`src/rtl/pssh_pkg.sv`:
```
`timescale 1ns / 1ps
package pssh_pkg;

    localparam int LEN_W      = 31;
    localparam int BOX_LEN_W  = 32;
    localparam int DATA_W     = 8;
    localparam int CFG_W      = 64;
    localparam int ADDR_W     = 4;

    localparam logic [BOX_LEN_W-1:0] PAYLOAD_OFFSET_IN_BOX = 32'd32;
    localparam logic [LEN_W-1:0] HDR_BYTES    = 31'd4;
    localparam logic [LEN_W-1:0] HDR_LAST     = 31'd3;
    localparam logic [LEN_W-1:0] ID_FIRST_OFF = 31'd12;
    localparam logic [LEN_W-1:0] ID_END_OFF   = 31'd28;
    localparam logic [LEN_W-1:0] ID_LAST_OFF  = 31'd27;
    localparam logic [3:0]       ID_BASE      = 4'd12;

    // register index is taken from paddr[3] (registers sit 8 bytes apart)
    localparam logic REG_ID_HIGH = 1'b0;
    localparam logic REG_ID_LOW  = 1'b1;

    typedef enum logic [1:0] {
        STATUS_FOUND     = 2'd0,
        STATUS_MALFORMED = 2'd1,
        STATUS_SHORT     = 2'd2,
        STATUS_NOT_FOUND = 2'd3
    } status_t;

    function automatic logic [DATA_W-1:0] id_byte(
        input logic [CFG_W-1:0] id_high,
        input logic [CFG_W-1:0] id_low,
        input logic [3:0]       idx
    );
        logic [2*CFG_W-1:0] id;
        logic [3:0]         rev;
        id  = {id_high, id_low};
        rev = 4'd15 - idx;
        return id[{rev, 3'b000} +: DATA_W];
    endfunction

endpackage

```
`src/rtl/pssh_in_if.sv`:
```
`timescale 1ns / 1ps
interface pssh_in_if;
    logic                           valid;
    logic                           ready;
    logic [pssh_pkg::DATA_W-1:0]    data_byte;
    logic                           first_byte;
    logic [pssh_pkg::LEN_W-1:0]     total_length;

    modport source (output valid, output data_byte, output first_byte,
                    output total_length, input ready);
    modport sink   (input valid, input data_byte, input first_byte,
                    input total_length, output ready);
endinterface

```
`src/rtl/pssh_out_if.sv`:
```
`timescale 1ns / 1ps
interface pssh_out_if;
    logic                           valid;
    logic                           ready;
    logic [1:0]                     status;
    logic [pssh_pkg::LEN_W-1:0]     payload_offset;
    logic [pssh_pkg::LEN_W-1:0]     payload_length;

    modport source (output valid, output status, output payload_offset,
                    output payload_length, input ready);
    modport sink   (input valid, input status, input payload_offset,
                    input payload_length, output ready);
endinterface

```
`src/rtl/pssh_box_payload_finder.sv`:
```
`timescale 1ns / 1ps
// A result is registered: the byte that causes it passes the input register,
// then the result register.
// Throughput: one byte per cycle; the only stall is a held result on rsp.
// Reset (rst_n, async, active low): system ID registers clear to zero and the
// search sits idle, ignoring bytes until one arrives with first_byte set.
module pssh_box_payload_finder (
    input  logic                            clk,
    input  logic                            rst_n,
    input  logic                            psel,
    input  logic                            penable,
    input  logic                            pwrite,
    input  logic [pssh_pkg::ADDR_W-1:0]     paddr,
    input  logic [pssh_pkg::CFG_W-1:0]      pwdata,
    output logic [pssh_pkg::CFG_W-1:0]      prdata,
    output logic                            pready,
    pssh_in_if.sink                         req,
    pssh_out_if.source                      rsp
);
    import pssh_pkg::*;

    // configuration
    logic [CFG_W-1:0] id_high_reg;
    logic [CFG_W-1:0] id_low_reg;
    logic             cfg_write;

    // input stage
    logic              in_valid_reg;
    logic [DATA_W-1:0] in_data_reg;
    logic              in_first_reg;
    logic [LEN_W-1:0]  in_total_reg;

    // search state
    logic [LEN_W-1:0]     off_reg,   off_next;
    logic [LEN_W-1:0]     start_reg, start_next;
    logic [LEN_W-1:0]     rem_reg,   rem_next;
    logic [BOX_LEN_W-1:0] len_reg,   len_next;
    logic                 match_reg, match_next;
    logic                 done_reg,  done_next;

    // result stage
    logic             out_valid_reg;
    status_t          out_status_reg;
    logic [LEN_W-1:0] out_offset_reg;
    logic [LEN_W-1:0] out_length_reg;

    logic                 proceed;
    logic                 active;
    logic                 emit;
    status_t              emit_status;
    logic [LEN_W-1:0]     emit_offset;
    logic [LEN_W-1:0]     emit_length;
    logic [LEN_W-1:0]     eff_off;
    logic [LEN_W-1:0]     eff_start;
    logic [LEN_W-1:0]     eff_rem;
    logic [BOX_LEN_W-1:0] eff_len;
    logic                 eff_match;
    logic [BOX_LEN_W-1:0] hdr_len;
    logic                 in_window;
    logic                 byte_ok;
    logic                 match_now;
    logic [LEN_W-1:0]     rem_after;

    assign pready    = 1'b1;
    assign cfg_write = psel && penable && pwrite;
    assign prdata    = (paddr[3] == REG_ID_LOW) ? id_low_reg : id_high_reg;

    always_ff @(posedge clk or negedge rst_n)
    begin
        if (!rst_n)
        begin
            id_high_reg <= '0;
            id_low_reg  <= '0;
        end
        else if (cfg_write)
        begin
            if (paddr[3] == REG_ID_LOW)
                id_low_reg <= pwdata;
            else
                id_high_reg <= pwdata;
        end
    end

    assign proceed   = in_valid_reg && (!out_valid_reg || rsp.ready);
    assign req.ready = !in_valid_reg || proceed;

    always_ff @(posedge clk or negedge rst_n)
    begin
        if (!rst_n)
            in_valid_reg <= 1'b0;
        else if (req.ready)
            in_valid_reg <= req.valid;
    end

    always_ff @(posedge clk)
    begin
        if (req.ready && req.valid)
        begin
            in_data_reg  <= req.data_byte;
            in_first_reg <= req.first_byte;
            in_total_reg <= req.total_length;
        end
    end

    // a first byte restarts the search with fresh state in the same cycle
    assign active    = in_first_reg || !done_reg;
    assign eff_off   = in_first_reg ? '0           : off_reg;
    assign eff_start = in_first_reg ? '0           : start_reg;
    assign eff_rem   = in_first_reg ? in_total_reg : rem_reg;
    assign eff_len   = in_first_reg ? '0           : len_reg;
    assign eff_match = in_first_reg ? 1'b1         : match_reg;

    assign hdr_len   = {eff_len[BOX_LEN_W-DATA_W-1:0], in_data_reg};
    assign in_window = (eff_off >= ID_FIRST_OFF) && (eff_off < ID_END_OFF);
    assign byte_ok   = in_data_reg == id_byte(id_high_reg, id_low_reg, eff_off[3:0] - ID_BASE);
    assign match_now = eff_match && (byte_ok || !in_window);
    assign rem_after = eff_rem - eff_len[LEN_W-1:0];

    always_comb
    begin
        off_next    = off_reg;
        start_next  = start_reg;
        rem_next    = rem_reg;
        len_next    = len_reg;
        match_next  = match_reg;
        done_next   = done_reg;
        emit        = 1'b0;
        emit_status = STATUS_NOT_FOUND;
        emit_offset = '0;
        emit_length = '0;

        if (proceed && active)
        begin
            off_next   = eff_off + 31'd1;
            start_next = eff_start;
            rem_next   = eff_rem;
            len_next   = eff_len;
            match_next = eff_match;
            done_next  = 1'b0;

            if (in_first_reg && (in_total_reg < HDR_BYTES))
            begin
                emit = 1'b1;
            end
            else if (eff_off < HDR_BYTES)
            begin
                len_next = hdr_len;
                if (eff_off == HDR_LAST)
                begin
                    if (hdr_len > {1'b0, eff_rem})
                    begin
                        emit        = 1'b1;
                        emit_status = STATUS_MALFORMED;
                    end
                    else if (hdr_len < PAYLOAD_OFFSET_IN_BOX)
                    begin
                        emit        = 1'b1;
                        emit_status = STATUS_SHORT;
                    end
                end
            end
            else
            begin
                match_next = match_now;
                if (in_window && (eff_off == ID_LAST_OFF) && match_now)
                begin
                    emit        = 1'b1;
                    emit_status = STATUS_FOUND;
                    emit_offset = eff_start + PAYLOAD_OFFSET_IN_BOX[LEN_W-1:0];
                    emit_length = eff_len[LEN_W-1:0] - PAYLOAD_OFFSET_IN_BOX[LEN_W-1:0];
                end
                else if (({1'b0, eff_off} + 32'd1) == eff_len)
                begin
                    // end of box: step to the next one
                    off_next   = '0;
                    start_next = eff_start + eff_len[LEN_W-1:0];
                    rem_next   = rem_after;
                    len_next   = '0;
                    match_next = 1'b1;
                    if (rem_after < HDR_BYTES)
                        emit = 1'b1;
                end
            end

            if (emit)
                done_next = 1'b1;
        end
    end

    always_ff @(posedge clk or negedge rst_n)
    begin
        if (!rst_n)
        begin
            off_reg   <= '0;
            start_reg <= '0;
            rem_reg   <= '0;
            len_reg   <= '0;
            match_reg <= 1'b1;
            done_reg  <= 1'b1;
        end
        else
        begin
            off_reg   <= off_next;
            start_reg <= start_next;
            rem_reg   <= rem_next;
            len_reg   <= len_next;
            match_reg <= match_next;
            done_reg  <= done_next;
        end
    end

    always_ff @(posedge clk or negedge rst_n)
    begin
        if (!rst_n)
            out_valid_reg <= 1'b0;
        else if (proceed && emit)
            out_valid_reg <= 1'b1;
        else if (rsp.ready)
            out_valid_reg <= 1'b0;
    end

    always_ff @(posedge clk)
    begin
        if (proceed && emit)
        begin
            out_status_reg <= emit_status;
            out_offset_reg <= emit_offset;
            out_length_reg <= emit_length;
        end
    end

    assign rsp.valid          = out_valid_reg;
    assign rsp.status         = out_status_reg;
    assign rsp.payload_offset = out_offset_reg;
    assign rsp.payload_length = out_length_reg;

`ifndef SYNTHESIS
    a_idle_silent: assert property (@(posedge clk) disable iff (!rst_n)
        (proceed && done_reg && !in_first_reg) |-> !emit)
        else $error("result produced while search idle");

    a_emit_sets_done: assert property (@(posedge clk) disable iff (!rst_n)
        (proceed && emit) |=> (done_reg && out_valid_reg))
        else $error("result did not end the search");

    a_miss_zero_fields: assert property (@(posedge clk) disable iff (!rst_n)
        (out_valid_reg && (out_status_reg != STATUS_FOUND))
            |-> (out_offset_reg == '0 && out_length_reg == '0))
        else $error("non-found result carries payload fields");

    a_found_offset: assert property (@(posedge clk) disable iff (!rst_n)
        (out_valid_reg && (out_status_reg == STATUS_FOUND))
            |-> (out_offset_reg >= PAYLOAD_OFFSET_IN_BOX[LEN_W-1:0]))
        else $error("found payload offset before end of box header");
`endif

endmodule
```
`src/flat_wrapper.sv`:
```
// flat-port wrapper written by rule: the top's interface ports become plain ports
module pssh_box_payload_finder_flat import pssh_pkg::*;
  (clk, rst_n, psel, penable, pwrite, paddr, pwdata, prdata, pready, req_valid, req_data_byte, req_first_byte, req_total_length, req_ready, rsp_valid, rsp_status, rsp_payload_offset, rsp_payload_length, rsp_ready);
  pssh_in_if req_i ();
  pssh_out_if rsp_i ();
  input  logic clk;
  input  logic rst_n;
  input  logic psel;
  input  logic penable;
  input  logic pwrite;
  input  logic [pssh_pkg::ADDR_W-1:0] paddr;
  input  logic [pssh_pkg::CFG_W-1:0] pwdata;
  output logic [pssh_pkg::CFG_W-1:0] prdata;
  output logic pready;
  input wire logic [$bits(req_i.valid)-1:0] req_valid;
  input wire logic [$bits(req_i.data_byte)-1:0] req_data_byte;
  input wire logic [$bits(req_i.first_byte)-1:0] req_first_byte;
  input wire logic [$bits(req_i.total_length)-1:0] req_total_length;
  output wire logic [$bits(req_i.ready)-1:0] req_ready;
  output wire logic [$bits(rsp_i.valid)-1:0] rsp_valid;
  output wire logic [$bits(rsp_i.status)-1:0] rsp_status;
  output wire logic [$bits(rsp_i.payload_offset)-1:0] rsp_payload_offset;
  output wire logic [$bits(rsp_i.payload_length)-1:0] rsp_payload_length;
  input wire logic [$bits(rsp_i.ready)-1:0] rsp_ready;
  assign req_i.valid = req_valid;
  assign req_i.data_byte = req_data_byte;
  assign req_i.first_byte = req_first_byte;
  assign req_i.total_length = req_total_length;
  assign req_ready = req_i.ready;
  assign rsp_valid = rsp_i.valid;
  assign rsp_status = rsp_i.status;
  assign rsp_payload_offset = rsp_i.payload_offset;
  assign rsp_payload_length = rsp_i.payload_length;
  assign rsp_i.ready = rsp_ready;
  pssh_box_payload_finder u_core (.clk(clk), .rst_n(rst_n), .psel(psel), .penable(penable), .pwrite(pwrite), .paddr(paddr), .pwdata(pwdata), .prdata(prdata), .pready(pready), .req(req_i), .rsp(rsp_i));
endmodule
```
`config.mk`:
```
export PLATFORM = sky130hd
export DESIGN_NAME = pssh_box_payload_finder_flat
export DESIGN_NICKNAME = d
export VERILOG_FILES = /design/src/rtl/pssh_pkg.sv /design/src/rtl/pssh_in_if.sv /design/src/rtl/pssh_out_if.sv /design/src/rtl/pssh_box_payload_finder.sv /design/src/flat_wrapper.sv
export SDC_FILE = /design/constraint.sdc
export NUM_CORES = 1
export LEC_CHECK = 0
export ABC_AREA = 1
export BUFFER_PORTS_ARGS = -buffer_cell sky130_fd_sc_hd__buf_2
export CORE_MARGIN = 2
export CORE_UTILIZATION = 39
export CTS_CLUSTER_SIZE = 30
export DETAILED_ROUTE_END_ITERATION = 8
export PLACE_DENSITY_LB_ADDON = 0.12
export RECOVER_POWER = 100
export SYNTH_ARGS = -nofsm -noshare
export SYNTH_HDL_FRONTEND = slang
export SYNTH_SLANG_ARGS = --single-unit
```
`constraint.sdc`:
```
create_clock -name clk -period 11.3 [get_ports clk]
set_input_delay 1.13 -clock clk [delete_from_list [all_inputs] [get_ports clk]]
set_output_delay 1.13 -clock clk [all_outputs]
set_load 0.02 [all_outputs]
```
Word-level counts from Yosys, hierarchy flattened
Cells that the tools add are included.
Word-level totals
  output and inout bits: 131
  word-level logic and storage cells: 107
  register bits after elaboration: 361
  bits of input ports: 115
Operators by class
  reduce and logical (&&, ||, !) cells: 24
  bitwise logic cells: 3
  mux-type cells: 44
  $lt $le $gt $ge: 7
  shift-type cells: 1
  add/subtract/negate cells: 8
  equality and inequality tests: 4
Operators by type and width (count)
  $mux W31: 15
  $mux W32: 5
  $shiftx A128 B8 Y8: 1
  $lt A31 B3 Y1 const B: 3
  $mux W64: 1
  $add A31 B1 Y32 const B: 1
  $eq A32 B32 Y1: 1
  $gt A32 B31 Y1: 1
  $lt A32 B6 Y1 const B: 1
  $add A31 B1 Y31 const B: 1
  $add A31 B31 Y31: 1
  $add A31 B6 Y31 const B: 1
  $eq A31 B2 Y1 const B: 1
  $eq A31 B5 Y1 const B: 1
  $ge A31 B4 Y1 const B: 1
  $lt A31 B5 Y1 const B: 1
  $sub A31 B31 Y31: 1
  $sub A31 B6 Y31 const B: 1
  $mux W1: 19
  $logic_and A1 B1 Y1: 11
  $eq A8 B8 Y1: 1
  $mux W2: 4
  $logic_not A1 Y1: 4
  $logic_or A1 B1 Y1: 4
  other kinds (7): 10

Logic depth before layout (Yosys ltp)
  word-level depth: 15
  mapped depth: 32
  gate-level depth less buffers: 28

Least setup slack after synthesis
Ideal clock, no wire load.
  path kind: flip-flop to flip-flop
  start point: register u_core.in_first_reg
  end point: register u_core.out_length_reg[0], in the netlist u_core.rsp.payload_length[0] (enable)
  stages on the path, launching flop included: 28
  arrival time: 4977 ps
  required time: 10882 ps
  library setup time: 418 ps
  period minus slack after synthesis: 5395 ps
  path buffers: 6
  slack: 5905 ps
  cell sequence: edfxtp_1 -> inv_4 -> buf_4 -> buf_4 -> buf_4 -> buf_2 -> clkbuf_1 -> clkbuf_1 -> or2_2 -> o21ai_0 -> inv_1 -> ha_1 -> a21oi_1 -> inv_1 -> nor2_1 -> a21boi_0 -> nor2_1 -> a211oi_1 -> nand3_1 -> nand2_1 -> nand3_1 -> nor2_1 -> nand3_1 -> nand2_1 -> nand2_1 -> nand2_1 -> nand2_1 -> inv_1
On the way
  word-level cells in the longest chain between the ends: 14
  elaborated cells on any way between the ends: 39
  classes of those cells: 4 x add/sub; 6 x order compare; 4 x eq/ne; 1 x shift; 14 x mux; 10 x reduce/logical
RTL lines
  start: declaration: line pssh_box_payload_finder.sv:30  | logic in_first_reg;
  start signal: assignment: line pssh_box_payload_finder.sv:100  | in_first_reg <= req.first_byte;
  $mux W31: line pssh_box_payload_finder.sv:107  | assign eff_off = in_first_reg ? '0 : off_reg;
  $sub A4 B4 Y4: line pssh_box_payload_finder.sv:115  | assign byte_ok = in_data_reg == id_byte(id_high_reg, id_low_reg, eff_off[3:0] - ID_BASE);
  $sub A4 B4 Y4: line pssh_pkg.sv:37  | rev = 4'd15 - idx;
  $shiftx A128 B8 Y8: line pssh_pkg.sv:38  | return id[{rev, 3'b000} +: DATA_W];
  $eq A8 B8 Y1: line pssh_box_payload_finder.sv:115
  $logic_or A1 B1 Y1: line pssh_box_payload_finder.sv:116  | assign match_now = eff_match && (byte_ok || !in_window);
  $logic_and A1 B1 Y1: line pssh_box_payload_finder.sv:116
  $logic_and A1 B1 Y1: line pssh_box_payload_finder.sv:165  | if (in_window && (eff_off == ID_LAST_OFF) && match_now)
  $mux W1: line pssh_box_payload_finder.sv:165
  $mux W1: line pssh_box_payload_finder.sv:145  | else if (eff_off < HDR_BYTES)
  $mux W1: line pssh_box_payload_finder.sv:141  | if (in_first_reg && (in_total_reg < HDR_BYTES))
  $mux W1: line pssh_box_payload_finder.sv:132  | if (proceed && active)
  $mux W1 *: line pssh_box_payload_finder.sv:132
  $logic_and A1 B1 Y1 *: line pssh_box_payload_finder.sv:224  | if (proceed && emit)
  end signal: assignment: line pssh_box_payload_finder.sv:228  | out_length_reg <= emit_length;
  end: declaration: line pssh_box_payload_finder.sv:45  | logic [LEN_W-1:0] out_length_reg;
Mark *: on every way between the ends. The rest lies on a longest branch, timed or not. The select of a mux whose other input is x is not followed.
A chain may end at the register's enable or synchronous reset.

Worst setup path in the final report
  start point: register u_core.in_first_reg
  end point: register u_core.start_reg[1]
On the way
  word-level cells in the longest chain between the ends: 11
  elaborated cells on any way between the ends: 28
  classes of those cells: 4 x add/sub; 3 x order compare; 3 x eq/ne; 1 x shift; 8 x mux; 9 x reduce/logical
RTL lines
  $mux W31: line pssh_box_payload_finder.sv:107
  $sub A4 B4 Y4: line pssh_box_payload_finder.sv:115
  $sub A4 B4 Y4: line pssh_pkg.sv:37
  $shiftx A128 B8 Y8: line pssh_pkg.sv:38
  $eq A8 B8 Y1: line pssh_box_payload_finder.sv:115
  $logic_or A1 B1 Y1: line pssh_box_payload_finder.sv:116
  $logic_and A1 B1 Y1: line pssh_box_payload_finder.sv:116
  $logic_and A1 B1 Y1: line pssh_box_payload_finder.sv:165
  $mux W31: line pssh_box_payload_finder.sv:165
  $mux W31: line pssh_box_payload_finder.sv:145
  $mux W31: line pssh_box_payload_finder.sv:141
  end signal: assignment: line pssh_box_payload_finder.sv:204  | start_reg <= start_next;
  end: declaration: line pssh_box_payload_finder.sv:35  | logic [LEN_W-1:0] start_reg, start_next;
Parallel ways exist; a longest one is shown, timed or not.

==> impl_results.md <==
* Largest cells by area after synthesis: dfrtp_1 25%, nand2_1 18%, edfxtp_1 12%, inv_1 6.7%, nand3_1 6.5%
* Multi-input combinational cell area at 13240 um2
* Slew @ Worst Pin at 4.003 ns
* Setup slack at placement at 4.813 ns
* Critical path data required time at 11.77 ns
* Antenna violations before repair at 4
* Sequential share of the synthesized area at 37.93%
* Class of the tightest hold or removal check: register to register
* Area of all placed cells without fillers at 28420 um2
* Number of port buffers at 241
* Max-cap violations at 11
* Area after DPL at 27120 um2
* Number of global-route vias before repair at 23350
* Overall via count from detail_route at 25120
* Crit-path max cell delay at 1.08 ns
* List of cells traversed by the critical path: clkinvlp_2 > buf_4 > nand2_1 > inv_1 > ha_1 > nand2_1 > nor2_1 > nand3_1 > nor2_2 > nand2_1 > nor2_2 > xnor3_1 > a21oi_1 > nand4_1 > nor2_1 > nand2_1 > nor2_1 > buf_4 > nand2_1 > nand3_1 > nand2_1
* Floorplan die width at 258.2 um
* CP Class: register to register
* Layout Skew at 0.04115 ns
* Slew headroom at -166.9%
* Post-route DRC violation count at 0
* Arrival time at the worst endpoint at 8.97 ns
* Gate Count Post-Synth at 3724
* Resize count post-CTS at 0
* Total I/O pin count at 246
* Failing checks: capacitance limit, slew limit
* Library cell with the highest instance count after synthesis: nand2_1
* Buffer type at the clock tree root: clkbuf_16
* Internal power at 3.129 mW
* Initial standard-cell utilization of the core at 39.30%
* Wire length per cell after detailed routing at 19.14 um
* Num Clock Sinks at 361
* Count of pins over their slew limit at 686
* Sum of overflow across all layers after global routing at 0
* Result of the run: complete, but fails checks
* Depth of the CTS H-tree at 2
* Setup repair after global routing missed its margin: false
* Wire length of the first global-routing pass at 140100 um
* Part of the cycle the worst path needs at 75.26%
* Maximum number of pins on one net before global-route repair at 101
* CP Max Fanout at 69
* CP top delay family: simple AND/OR/NAND/NOR gates
* Pre-antenna DRT Iters at 6
* Setup crit start kind: register
* Post-synthesis register bit count at 361
* Row count at 93
* Estimated wirelength of the detail-placed design at 67430 um
* Final setup violation count at 0
* Avg Cell Area, Syn at 6.766 um2
* Most repeated library cell on the critical path: nand2_1
* Type of destination of the critical path: register
* Layout fillers at 6916
* Area of the die at 66660 um2
* Largest area contributor in the synthesized netlist: dfrtp_1
* Static power due to leakage at 13.95 nW
* Post-synth EDFFs at 104
* Routed WL at 91740 um
* Switching share of power at 43.94%
* Routed Antenna Nets at 0
* Combined area of all synthesized cells at 25200 um2
* Starting DRT DRC Count at 2182
* Net count after synthesis at 3925
* Core Area at 64120 um2
* Library cell contributing the largest single delay on the critical path: clkinvlp_2
* Sequential cell area at 9557 um2
* Fmax achieved at 117.6 MHz
* Number of buffers added by the clock tree synthesis step at 44
* Yosys top cell area share at 25.32%
* Yosys warning total at 0
* Crit path buffers/inverters at 4
* Final worst-path setup slack at 2.796 ns
* Fraction of power consumed by sequential logic at 31.1%
* Number of unique standard cell types used by synthesis at 53
* Vias/cell at 5.242
* Share of total power in combinational logic at 41.8%
* Area growth from synthesis to final layout at 12.77%
* Hold buffers post-CTS at 0
* Commonest cells in the netlist: 1235 x nand2_1, 447 x inv_1, 328 x nand3_1, 328 x o21ai_0, 295 x nor2_1
* Total power of the final layout at 5.582 mW
* Maximum resistive drop on vdd at 0.0001084 V
* Share of post-route cells with drive strength above 1 at 6.961%
* Min Tclk post-route at 8.504 ns
* Clock network fraction of design power at 27.1%
* Switching power at 2.453 mW
* Setup TNS Final at 0 ns
* Height of the chip at 258.2 um
* Source-to-sink clock delay at the later pin of the worst-skew pair at 0.62 ns
* Global routing usage summed across all routing layers at 27.15%
* Maximum buffer depth of the clock tree at 3
* Last weighted congestion value of the routability-driven placer at 0.9436
* Total power divided by cell area at 196.4 nW/um2
* Setup Buffers After CTS at 0
* Final-stage net count at 4101
* Number of hold violations in the final report at 0
* Fraction of synthesis flops using an asynchronous set or reset pin at 71.19%
* Final hold slack at 0.4660 ns
* TritonCTS clock tree: yes
* Dominant synthesized flop cell: dfrtp_1
* Clock-pin slew on the worst setup and hold paths at 0.06 ns
==> final cells by class <==
| cell class | count | share of cell area [%] |
|---|---|---|
| multi-input combinational | 2756 | 46.58 |
| inverter | 460 | 6.090 |
| sequential | 361 | 33.63 |
| timing repair buffer | 277 | 4.487 |
| antenna | 1 | 0.008806 |
| tap | 855 | 3.765 |
| clock inverter | 24 | 0.9423 |
| clock buffer | 58 | 4.496 |
==> cells in the final DEF (no fill, tap or decap), types with 4 or more instances in the layout <==
master        n
a211oi_1      6
a21o_1        6
a21oi_1     128
a22oi_1       5
a31oi_1      11
and2_1        4
buf_2       101
buf_4        29
clkbuf_1    152
clkbuf_16    47
clkbuf_8      6
clkinv_2     11
dfrtp_1     255
edfxtp_1    104
ha_1         86
inv_1       446
inv_2        10
nand2_1    1233
nand3_1     326
nand3b_1     14
nand4_1      60
nor2_1      298
nor2_2       13
nor3_1       39
nor3_2        4
nor3b_1       5
nor4_1       11
o211ai_1     28
o21a_1        7
o21ai_0     337
o21ai_1      12
o221ai_1      4
o22ai_1       9
o31ai_1       7
or2_2        29
xnor2_1      13
xor2_1       39
==> kinds of logic after synthesis <==
| kind of cell | count (synthesis) | synth area share [%] |
|---|---|---|
| AOI/OAI and AO/OA | 566 | 12.06 |
| xor gates and xnor gates | 54 | 1.986 |
| adders and majority gates | 86 | 4.270 |
| buffers and inverters | 607 | 9.564 |
| DFF | 361 | 37.93 |
| muxes | 1 | 0.03973 |
| other | 1 | 0.01488 |
| and+or+nand+nor | 2048 | 34.14 |
==> tightest hold or removal path, delay by kind of cell (launching register included) <==
kind	cells	cell delay [ns]
flops	1	0.37
simple gates	2	0.10
==> metrics by stage <==
step | cells | util [%]
floorplan | 3724 | -
global placement | 4709 | 42.30
detailed placement | 4709 | 42.30
CTS | 4791 | 44.71
global route | 4792 | 44.32
finish | 4792 | 44.32
==> metal layers <==
layer	up-vias	GRT usage, %	share of wire [%]
met4	6	8.767	3.3
met5	-	0	0.037
met1	11710	37.75	45
li1	12450	-	-
met2	803	43.64	46
met3	150	3.730	5.9
==> path summary, 6_finish.rpt <==
path                                startpoint                     to  slack (ns)  cells past startpoint
max                        u_core.in_first_reg    u_core.start_reg[1]        2.80                     21
min                            u_core.done_reg        u_core.done_reg        0.47                      2
max reg2reg                u_core.in_first_reg    u_core.start_reg[1]        2.80                     21
min reg2reg                    u_core.done_reg        u_core.done_reg        0.47                      2
max in group asynchronous                rst_n   u_core.start_reg[26]        4.15                      3
min in group asynchronous                rst_n  u_core.id_low_reg[35]        1.91                      1
==> power by group through the flow <==
stage               registers (mW)  logic (mW)  clock network (mW)
finish                        1.74        2.33                1.51
detailed placement            1.75        2.32                   0
global route                  1.77        2.59                1.59
floorplan                     1.73        1.58                   0
CTS                           1.73        2.33                1.54
global placement              1.75        2.31                   0
No activity file was read; power rests on OpenSTA's default activity.
